**config.mk**
```make
export PLATFORM = sky130hd
export DESIGN_NAME = greedy_coin_change_unit
export DESIGN_NICKNAME = d
export VERILOG_FILES = /design/src/sv/gcc_pkg.sv /design/src/sv/gcc_divider.sv /design/src/sv/greedy_coin_change_unit.sv
export SDC_FILE = /design/constraint.sdc
export NUM_CORES = 1
export LEC_CHECK = 0
export CORE_ASPECT_RATIO = 0.5
export CORE_UTILIZATION = 50
export CTS_CLUSTER_SIZE = 40
export DETAILED_ROUTE_END_ITERATION = 10
export DONT_BUFFER_PORTS = 1
export RECOVER_POWER = 25
export SLEW_MARGIN = 10
export SYNTH_ARGS = -nofsm -noshare
export SYNTH_HDL_FRONTEND = slang
export SYNTH_SLANG_ARGS = --single-unit
export TNS_END_PERCENT = 10
```
**constraint.sdc**
```tcl
create_clock -name clk_i -period 9.7 [get_ports clk_i]
set_clock_uncertainty 0.05 [all_clocks]
set_input_delay 0.97 -clock clk_i [delete_from_list [all_inputs] [get_ports clk_i]]
set_output_delay 0.97 -clock clk_i [all_outputs]
set_load 0.05 [all_outputs]
```
**src/sv/gcc_pkg.sv**
```systemverilog
`default_nettype none

package gcc_pkg;

  // Fixed field widths of the two channels.
  localparam int AmountW = 31;
  localparam int ValueW  = 16;
  localparam int DenomW  = 16;

  // Command codes carried in the cmd field.
  localparam logic CMD_LOAD   = 1'b0;
  localparam logic CMD_CHANGE = 1'b1;

  typedef struct packed {
    logic              cmd;
    logic              start_new;
    logic [DenomW-1:0] new_denomination;
    logic [AmountW-1:0] amount;
  } in_item_t;

  typedef struct packed {
    logic [ValueW-1:0]  coin_value;
    logic [AmountW-1:0] coin_count;
    logic [AmountW-1:0] remainder;
    logic               last;
  } out_item_t;

endpackage : gcc_pkg

`default_nettype wire

```
**src/sv/gcc_divider.sv**
```systemverilog
`default_nettype none

// Restoring divider: one quotient bit per cycle, AmountW quotient bits per divide.
module gcc_divider import gcc_pkg::*; #(
  parameter int COIN_BITS = 16
) (
  input  wire logic                 clk_i,
  input  wire logic                 rst_ni,
  input  wire logic                 start_i,
  input  wire logic [AmountW-1:0]   dividend_i,
  input  wire logic [COIN_BITS-1:0] divisor_i,
  output logic                      done_o,
  output logic [AmountW-1:0]        quotient_o,
  output logic [AmountW-1:0]        remainder_o
);

  localparam int StepW = $clog2(AmountW);

  logic                 busy_q;
  logic                 done_q;
  logic [StepW-1:0]     step_q;
  logic [COIN_BITS-1:0] rem_q;
  logic [AmountW-1:0]   quo_q;
  logic [COIN_BITS-1:0] dvs_q;

  logic [COIN_BITS:0]   trial;
  logic [COIN_BITS:0]   diff;
  logic                 qbit;
  logic [31:0]          rem_ext;

  // Bring down the next dividend bit and try one subtraction.
  assign trial   = {rem_q, quo_q[AmountW-1]};
  assign diff    = trial - {1'b0, dvs_q};
  assign qbit    = (trial >= {1'b0, dvs_q});
  assign rem_ext = 32'(rem_q);

  always_ff @(posedge clk_i or negedge rst_ni) begin
    if (!rst_ni) begin
      busy_q <= 1'b0;
      done_q <= 1'b0;
      step_q <= '0;
    end else begin
      done_q <= 1'b0;
      if (start_i) begin
        busy_q <= 1'b1;
        step_q <= '0;
      end else if (busy_q) begin
        if (step_q == StepW'(AmountW - 1)) begin
          busy_q <= 1'b0;
          done_q <= 1'b1;
        end
        step_q <= step_q + 1'b1;
      end
    end
  end

  always_ff @(posedge clk_i) begin
    if (start_i) begin
      rem_q <= '0;
      quo_q <= dividend_i;
      dvs_q <= divisor_i;
    end else if (busy_q) begin
      rem_q <= qbit ? diff[COIN_BITS-1:0] : trial[COIN_BITS-1:0];
      quo_q <= {quo_q[AmountW-2:0], qbit};
    end
  end

  assign done_o      = done_q;
  assign quotient_o  = quo_q;
  assign remainder_o = rem_ext[AmountW-1:0];

endmodule : gcc_divider

`default_nettype wire

```
**src/sv/greedy_coin_change_unit.sv**
```systemverilog
// A load runs a sorted insert that moves each larger entry up one slot and
// gives no result; a dropped load goes straight back to idle.
// A change transaction reads each table entry, starts the divider, waits for
// it to finish and emits one result per entry, largest coin first.
// Output stalls lengthen it; the one divider and single table read port pace it.
// Reset (asynchronous, active low) empties the table and idles the sequencer.
`default_nettype none

module greedy_coin_change_unit import gcc_pkg::*; #(
  parameter int MAX_COINS = 8,
  parameter int COIN_BITS = 16
) (
  input  wire logic      clk_i,
  input  wire logic      rst_ni,
  input  wire logic      in_valid_i,
  output logic           in_ready_o,
  input  wire in_item_t  in_data_i,
  output logic           out_valid_o,
  input  wire logic      out_ready_i,
  output out_item_t      out_data_o
);

  // Table address width and the width of the entry count (0..MAX_COINS).
  localparam int AW   = (MAX_COINS > 1) ? $clog2(MAX_COINS) : 1;
  localparam int CNTW = $clog2(MAX_COINS + 1);

  // Sequencer states.
  localparam logic [2:0] ST_IDLE     = 3'd0;
  localparam logic [2:0] ST_INS_RD   = 3'd1;
  localparam logic [2:0] ST_INS_CMP  = 3'd2;
  localparam logic [2:0] ST_INS_PUT  = 3'd3;
  localparam logic [2:0] ST_WALK_RD  = 3'd4;
  localparam logic [2:0] ST_WALK_DIV = 3'd5;
  localparam logic [2:0] ST_DIV_WAIT = 3'd6;
  localparam logic [2:0] ST_EMIT     = 3'd7;

  logic [2:0]           state_q, state_d;
  logic [CNTW-1:0]      total_q, total_d;
  logic [CNTW-1:0]      idx_q, idx_d;
  logic [COIN_BITS-1:0] coin_q, coin_d;
  logic [AmountW-1:0]   count_q, count_d;
  logic [AmountW-1:0]   amount_left_q, amount_left_d;
  logic                 last_q, last_d;
  logic                 out_valid_q, out_valid_d;
  out_item_t            out_data_q, out_data_d;

  // The coin table is a small memory with one write and one registered read.
  logic [COIN_BITS-1:0] coin_mem [MAX_COINS];
  logic [COIN_BITS-1:0] rd_data_q;
  logic                 rd_en;
  logic                 wr_en;
  logic [COIN_BITS-1:0] wr_data;
  logic [CNTW-1:0]      idx_m1;
  logic [AW-1:0]        rd_addr;
  logic [AW-1:0]        wr_addr;

  logic                 div_start;
  logic                 div_done;
  logic [AmountW-1:0]   div_quo;
  logic [AmountW-1:0]   div_rem;

  logic [31:0]          denom_ext;
  logic [COIN_BITS-1:0] coin_in;
  logic [CNTW-1:0]      load_total;
  logic [31:0]          coin_ext;
  logic                 out_free;
  logic                 in_fire;

  // The incoming denomination is masked to the table's coin width.
  assign denom_ext = 32'(in_data_i.new_denomination);
  assign coin_in   = denom_ext[COIN_BITS-1:0];
  assign coin_ext  = 32'(coin_q);

  assign idx_m1  = idx_q - 1'b1;
  assign rd_addr = idx_m1[AW-1:0];
  assign wr_addr = idx_q[AW-1:0];

  assign in_ready_o = (state_q == ST_IDLE);
  assign in_fire    = in_valid_i && in_ready_o;
  assign out_free   = !out_valid_q || out_ready_i;

  // A start flag on a load empties the table before the insert.
  assign load_total = in_data_i.start_new ? '0 : total_q;

  gcc_divider #(
    .COIN_BITS (COIN_BITS)
  ) u_divider (
    .clk_i       (clk_i),
    .rst_ni      (rst_ni),
    .start_i     (div_start),
    .dividend_i  (amount_left_q),
    .divisor_i   (rd_data_q),
    .done_o      (div_done),
    .quotient_o  (div_quo),
    .remainder_o (div_rem)
  );

  always_comb begin
    state_d       = state_q;
    total_d       = total_q;
    idx_d         = idx_q;
    coin_d        = coin_q;
    count_d       = count_q;
    amount_left_d = amount_left_q;
    last_d        = last_q;
    out_valid_d   = out_valid_q;
    out_data_d    = out_data_q;
    rd_en         = 1'b0;
    wr_en         = 1'b0;
    wr_data       = coin_q;
    div_start     = 1'b0;

    // The downstream side drains the output register independently.
    if (out_valid_q && out_ready_i) begin
      out_valid_d = 1'b0;
    end

    unique case (state_q)
      ST_IDLE: begin
        if (in_fire) begin
          if (in_data_i.cmd == CMD_LOAD) begin
            total_d = load_total;
            // Zero denominations and loads into a full table are dropped.
            if ((coin_in != '0) && (load_total < CNTW'(MAX_COINS))) begin
              coin_d  = coin_in;
              idx_d   = load_total;
              state_d = (load_total == '0) ? ST_INS_PUT : ST_INS_RD;
            end
          end else begin
            amount_left_d = in_data_i.amount;
            idx_d         = total_q;
            if (total_q == '0) begin
              // An empty table reports the whole amount as the remainder.
              coin_d  = '0;
              count_d = '0;
              last_d  = 1'b1;
              state_d = ST_EMIT;
            end else begin
              state_d = ST_WALK_RD;
            end
          end
        end
      end

      ST_INS_RD: begin
        rd_en   = 1'b1;
        state_d = ST_INS_CMP;
      end

      ST_INS_CMP: begin
        wr_en = 1'b1;
        if (rd_data_q > coin_q) begin
          // Move the larger entry up one slot and keep looking lower.
          wr_data = rd_data_q;
          idx_d   = idx_m1;
          state_d = (idx_m1 == '0) ? ST_INS_PUT : ST_INS_RD;
        end else begin
          total_d = total_q + 1'b1;
          state_d = ST_IDLE;
        end
      end

      ST_INS_PUT: begin
        wr_en   = 1'b1;
        total_d = total_q + 1'b1;
        state_d = ST_IDLE;
      end

      ST_WALK_RD: begin
        rd_en   = 1'b1;
        state_d = ST_WALK_DIV;
      end

      ST_WALK_DIV: begin
        coin_d = rd_data_q;
        last_d = (idx_q == CNTW'(1));
        if (rd_data_q == '0) begin
          count_d = '0;
          state_d = ST_EMIT;
        end else begin
          div_start = 1'b1;
          state_d   = ST_DIV_WAIT;
        end
      end

      ST_DIV_WAIT: begin
        if (div_done) begin
          count_d       = div_quo;
          amount_left_d = div_rem;
          state_d       = ST_EMIT;
        end
      end

      ST_EMIT: begin
        if (out_free) begin
          out_valid_d           = 1'b1;
          out_data_d.coin_value = coin_ext[ValueW-1:0];
          out_data_d.coin_count = count_q;
          out_data_d.remainder  = last_q ? amount_left_q : '0;
          out_data_d.last       = last_q;
          if (last_q) begin
            state_d = ST_IDLE;
          end else begin
            idx_d   = idx_m1;
            state_d = ST_WALK_RD;
          end
        end
      end

      default: begin
        state_d = ST_IDLE;
      end
    endcase
  end

  always_ff @(posedge clk_i or negedge rst_ni) begin
    if (!rst_ni) begin
      state_q       <= ST_IDLE;
      total_q       <= '0;
      idx_q         <= '0;
      amount_left_q <= '0;
      last_q        <= 1'b0;
      out_valid_q   <= 1'b0;
    end else begin
      state_q       <= state_d;
      total_q       <= total_d;
      idx_q         <= idx_d;
      amount_left_q <= amount_left_d;
      last_q        <= last_d;
      out_valid_q   <= out_valid_d;
    end
  end

  always_ff @(posedge clk_i) begin
    coin_q     <= coin_d;
    count_q    <= count_d;
    out_data_q <= out_data_d;
  end

  // Table memory: one write port and one registered read port.
  always_ff @(posedge clk_i) begin
    if (wr_en) begin
      coin_mem[wr_addr] <= wr_data;
    end
    if (rd_en) begin
      rd_data_q <= coin_mem[rd_addr];
    end
  end

  assign out_valid_o = out_valid_q;
  assign out_data_o  = out_data_q;

endmodule : greedy_coin_change_unit

`default_nettype wire

```
-- Yosys cells after proc, flatten, opt, wreduce, memory -nomap -nowiden
Memories as Yosys holds them, arrays and structs flattened. A register that Yosys moved wholly into a read port is not among the register bits.
Cells that the tools add are included.
- register bits: 240
- memory bits (writable): 128
- input bits: 53
- output and inout bits: 81
- logic and storage cells: 139
- memories kept: 1
- memory list (name ; words ; bits a word ; read ports ; clocked after Yosys merged registers in ; wr ports ; line ; text):
    coin_mem ; 8 ; 16 ; 1 ; 1 ; 1 ; greedy_coin_change_unit.sv:48 ; logic [COIN_BITS-1:0] coin_mem [MAX_COINS];
- add/subtract/negate cells: 4
- magnitude comparators: 3
- eq/ne operators: 21
- muxes and demuxes: 65
- reductions and logical operators: 27
- operators by type and width (operator ; number):
    $mux W31 ; 10
    $mux W16 ; 7
    $pmux W31 S3 ; 1
    $pmux W31 S2 ; 1
    $mux W4 ; 10
    $pmux W16 S2 ; 1
    $pmux W3 S8 ; 1
    $pmux W4 S3 ; 2
    $reduce_and A4 Y1 ; 5
    $mux W1 ; 19
    $mux W3 ; 6
    $ge A17 B16 Y1 ; 1
    $gt A16 B16 Y1 ; 1
    $logic_not A16 Y1 ; 1
    $reduce_bool A16 Y1 ; 1
    $sub A16 B16 Y16 ; 1
    $eq A3 B3 Y1 const B ; 4
    $logic_not A4 Y1 ; 3
    $ne A2 B2 Y1 const B ; 6
    $reduce_and A6 Y1 ; 2
    $mux W5 ; 2
    $reduce_bool A3 Y1 ; 3
    $mux W2 ; 4
    $ne A2 B1 Y1 const B ; 4
    18 further kinds ; 24

-- Logic depth before layout (Yosys ltp)
- word-level depth: 7
- mapped depth: 12
- mapped depth without buffers: 10

-- By module
A second synthesis with hierarchy kept.
- cells, all modules: 1227
- area, all modules: 16783.6 um^2
- modules (own cells, without submodules) (module ; instances ; cells each ; area an instance (um^2) ; seq. area each (um^2)):
    greedy_coin_change_unit ; 1 ; 880 ; 12878.6 ; 9208.8
    gcc_divider ; 1 ; 347 ; 3905.0 ; 1906.8

-- Worst setup path before layout
Ideal clock, no wire load.
- path type: input to register
- start point: in out_ready_i
- end point: reg out_data_q, in the netlist out_data_o[0], enable pin
- setup time: 0.542 ns
- data arrival time: 4.844 ns
- data required time: 9.108 ns
- setup slack: 4.263 ns
- stages: 2
- path buffers: 0
- path through: inv_1 > a21oi_1
- word-level cells in the longest chain between the ends: 2
- ends and longest elaborated chain (what ; line ; text):
    start, declared ; greedy_coin_change_unit.sv:19 ; input wire logic out_ready_i,
    $logic_or A1 B1 Y1 ; greedy_coin_change_unit.sv:80 ; assign out_free = !out_valid_q || out_ready_i;
    $reduce_and A2 Y1 (no source line) ; - ;
    end signal, assigned ; greedy_coin_change_unit.sv:237 ; out_data_q <= out_data_d;
    end, declared ; greedy_coin_change_unit.sv:45 ; out_item_t out_data_q, out_data_d;
No other way between the ends.
A chain may end at the register's enable or synchronous reset.

-- Worst setup path in the final report
- start point: reg idx_q[0]
- end point: reg rd_data_q[4] (read register of coin_mem) (data pin)
- word-level cells in the longest chain between the ends: 1
- ends and longest elaborated chain (what ; line ; text):
    start, declared ; greedy_coin_change_unit.sv:39 ; logic [CNTW-1:0] idx_q, idx_d;
    start signal, assigned ; greedy_coin_change_unit.sv:227 ; idx_q <= idx_d;
    $sub A4 B1 Y4 ; greedy_coin_change_unit.sv:74 ; assign idx_m1 = idx_q - 1'b1;
    end, declared ; greedy_coin_change_unit.sv:49 ; logic [COIN_BITS-1:0] rd_data_q;
No other way between the ends.

==> impl_metrics.prom <==
# TYPE chip_impl_metric gauge
chip_impl_info{name="outcome",value="finished, violations left"} 1
chip_impl_info{name="violations",value="max-capacitance violations, max-slew violations"} 1
chip_impl_info{name="yosys-top-cells-area",value="edfxtp_1 (58%), dfrtp_1 (7.8%), mux4_2 (4.4%)"} 1
chip_impl_metric{name="final_layout_size_suffix_gt1_share",unit="%"} 11.4
chip_impl_metric{name="timing.final.crit_share",unit="%"} 55.1
chip_impl_metric{name="layout_min_cycle_time",unit="ps"} 5340
chip_impl_metric{name="post_cts_resize_count",unit=""} 0
chip_impl_info{name="crit_path_end_kind",value="flip-flop"} 1
chip_impl_info{name="clk_root_buffer_cell",value="clkbuf_16"} 1
chip_impl_metric{name="setup_violation_total_in_the_final_timing_report",unit=""} 0
chip_impl_metric{name="count_of_endpoints_failing_hold_in_the_final_timing_report",unit=""} 0
chip_impl_metric{name="grt_pass1_vias",unit=""} 9124
chip_impl_metric{name="maxSlewViolCount",unit=""} 76
chip_impl_metric{name="finalWirelength",unit="µm"} 35300
chip_impl_metric{name="hpwlAfterDp",unit="µm"} 23000
chip_impl_info{name="yosys-top-cells-count",value="edfxtp_1 (317), nand2_1 (175), and2_1 (63), o21ai_0 (56), dfrtp_1 (51)"} 1
chip_impl_metric{name="ys_types",unit=""} 55
chip_impl_info{name="min_delay_path_class",value="input pin to async pin"} 1
chip_impl_metric{name="numCtsBuffers",unit=""} 35
chip_impl_metric{name="grt_first_pass_wirelength",unit="µm"} 54600
chip_impl_info{name="cp-startpoint",value="idx_q[0]"} 1
chip_impl_metric{name="vdd_drop_max",unit="V"} 0.000116
chip_impl_metric{name="antenna_violating_nets_remaining",unit=""} 0
chip_impl_metric{name="power.static_leakage",unit="nW"} 6.66
chip_impl_metric{name="synthArstFlopShare",unit="%"} 13.3
chip_impl_metric{name="drt_pass1_iterations",unit=""} 5
chip_impl_metric{name="power_per_standard_cell_area",unit="mW/mm²"} 367
chip_impl_metric{name="gr_util_all_layers",unit="%"} 21.7
chip_impl_metric{name="synth.yosys.warnings",unit=""} 0
chip_impl_metric{name="avg_synthesized_cell_area",unit="µm²"} 14.0
chip_impl_metric{name="grt_antenna_before_repair",unit=""} 0
chip_impl_metric{name="fillers",unit=""} 2597
chip_impl_info{name="synth_most_common_cell",value="edfxtp_1"} 1
chip_impl_metric{name="avgViaCountPerCell",unit=""} 5.69
chip_impl_metric{name="largest_net_degree_at_the_start_of_global_routing",unit=""} 64
chip_impl_metric{name="postSynthNetCount",unit=""} 1260
chip_impl_info{name="crit-reg2reg-capture",value="rd_data_q[4]"} 1
chip_impl_metric{name="yosysTopAreaCellShare",unit="%"} 58.4
chip_impl_metric{name="synth_edf_count",unit=""} 317
chip_impl_metric{name="ys_ff_latch",unit=""} 384
chip_impl_metric{name="placementRows",unit=""} 46
chip_impl_metric{name="buffer_ports.inserted",unit=""} 0
chip_impl_metric{name="postSynthCellCount",unit=""} 1167
chip_impl_metric{name="syn-cell-area",unit="mm²"} 0.0163
chip_impl_info{name="endpoint",value="rd_data_q[4]"} 1
chip_impl_metric{name="timing.setup.tns",unit="ps"} 0
chip_impl_metric{name="htreeDepth",unit=""} 2
chip_impl_metric{name="dr_total_vias",unit=""} 9213
chip_impl_metric{name="cap_violations",unit=""} 3
chip_impl_metric{name="cts_hold_repair.buffers",unit=""} 0
chip_impl_metric{name="die_width",unit="µm"} 257
chip_impl_info{name="synth_area_leader_cell",value="edfxtp_1"} 1
chip_impl_metric{name="timing.fmax",unit="GHz"} 0.187
chip_impl_metric{name="timing.reg2reg.setup_slack",unit="ps"} 4360
chip_impl_metric{name="worstMarginPinSlew",unit="ps"} 3280
chip_impl_metric{name="routabilityCongestion",unit=""} 0.894
chip_impl_metric{name="placeableCoreArea",unit="mm²"} 0.0319
chip_impl_metric{name="final.hold.worst_slack",unit="ps"} 89.2
chip_impl_metric{name="design.die.area",unit="mm²"} 0.0334
chip_impl_metric{name="grt_overflow_total",unit=""} 0
chip_impl_metric{name="initial_core_utilization",unit="%"} 51.1
chip_impl_metric{name="post-route-drc-count",unit=""} 0
chip_impl_metric{name="clk_latency",unit="ps"} 520
chip_impl_metric{name="detailedRoute.firstIterationViolations",unit=""} 816
chip_impl_metric{name="sequential_fraction_of_the_synthesis_area",unit="%"} 68.2
chip_impl_info{name="worst-setup-path-type",value="flip-flop to flip-flop"} 1
chip_impl_metric{name="clk_path_buf_depth",unit=""} 3
chip_impl_info{name="timing.critical_path.from_type",value="flip-flop"} 1
chip_impl_metric{name="cp.arrival",unit="ps"} 5560
chip_impl_metric{name="cp_max_fo",unit=""} 39
chip_impl_metric{name="cts.clk_slew.worst_paths",unit="ps"} 70
chip_impl_metric{name="n_antenna_cell",unit=""} 0
chip_impl_metric{name="worstRegToRegCells",unit=""} 5
chip_impl_metric{name="die_height",unit="µm"} 130
chip_impl_metric{name="worst_ep_required_time",unit="ps"} 9910
chip_impl_metric{name="maxSlewHeadroom",unit="%"} -119
chip_impl_info{name="launching_point_of_the_worst_reg2reg_path",value="idx_q[0]"} 1
chip_impl_info{name="tritoncts",value="yes"} 1
chip_impl_info{name="yosys_most_used_dff",value="edfxtp_1"} 1
chip_impl_metric{name="areaGrowthSynthToFinish",unit="%"} 9.38
chip_impl_metric{name="cts.repair_timing.setup_buffer_count",unit=""} 0
chip_impl_info{name="grt_setup_unrepaired",value="false"} 1
chip_impl_metric{name="fin_nets",unit=""} 1256
chip_impl_metric{name="cts.sinks",unit=""} 384
chip_impl_metric{name="io-pin-count",unit=""} 134
chip_impl_metric{name="drt-wirelength-per-cell",unit="µm"} 21.8
routing by layer:
metal / GRT usage, % / up-vias / part of all wire, %
li1: - / 4301 / -
met3: 4.34 / 65 / 5.8
met2: 34.5 / 267 / 46
met1: 30.6 / 4580 / 46
met5: 0 / - / 0
met4: 6.54 / 0 / 2.5
stage by stage:
stage / utilization (%) / instance area, µm² / total power, mW / setup WS [ps] / cells
2_1_floorplan: - / 16300 / 4.64 / 4260 / 1167
3_3_place_gp: 52.7 / 16800 / 5.23 / 6160 / 1558
3_5_place_dp: 52.7 / 16800 / 5.29 / 5960 / 1558
4_1_cts: 55.9 / 17800 / 6.58 / 5920 / 1619
5_1_grt: 55.9 / 17800 / 6.94 / 3730 / 1619
6_report: 55.9 / 17800 / 6.54 / 4360 / 1619
registers in the layout (all words and copies together), names as in the netlist:
register	count
amount_left_q	31
coin_mem	128
coin_q	16
count_q	31
idx_q	4
last_q	1
out_data_o	79
out_valid_o	1
rd_data_q	16
state_q	3
total_q	4
u_divider.busy_q	1
u_divider.done_o	1
u_divider.dvs_q	16
u_divider.quotient_o	31
u_divider.rem_q	16
u_divider.step_q	5
kinds of logic (layout without fill, tap and decap cells):
family / after synthesis / in the layout / share of synthesized area (%)
flops: 384 / 384 / 68.2
buf+inv: 99 / 119 / 2.33
xor+xnor: 16 / 16 / 0.860
simple gates: 381 / 381 / 11.3
compound gates: 160 / 160 / 6.10
fa+ha+maj: 40 / 40 / 3.12
mux: 87 / 87 / 8.04
worst min-delay path by stage:
stage	endpoint	slack [ps]	depth (start not counted)
2_1_floorplan	out_data_o[32]	350	0
3_3_place_gp	out_data_o[57]	350	0
3_5_place_dp	out_data_o[46]	350	0
4_1_cts	amount_left_q[24]	60	0
5_1_grt	u_divider.step_q[1]	60	0
6_report	amount_left_q[16]	90	0
worst max-delay path, cell delays in order (launching register included):
cell and delay [ps]:
dfrtp_2 340, clkbuf_1 2300, inv_1 450, ha_2 1180
mux4_2 430, mux2_2 310
layout by cell type, fill, tap and decap left out, drive strengths merged, types with 32 or more instances in the layout:
master	synthesis	layout
edfxtp	317	317
nand2	175	175
and2	63	63
o21ai	56	56
clkbuf	40	52
dfrtp	51	51
inv	46	46
nor2	44	44
a21oi	40	40
ha	39	39
mux4	32	32
where the power goes:
group | leakage, nW | internal [mW] | total (mW) | switching, mW
clock | 0.497 | 0.701 | 1.28 | 0.581
combinational | 2.39 | 0.830 | 2.07 | 1.24
sequential | 3.77 | 2.54 | 3.20 | 0.651
total | 6.66 | 4.08 | 6.54 | 2.47
cell type report:
cell class              count  area, µm²  area share [%]
flip-flops and latches    384      11100            62.4
repair buffers             12       82.6           0.463
well taps                 432        541            3.03
clock inverters            11       53.8           0.302
clock buffers              50        975            5.47
inverters                  46        173           0.969
multi-input cells         684       4890            27.4
No activity file was read; power rests on OpenSTA's default activity.
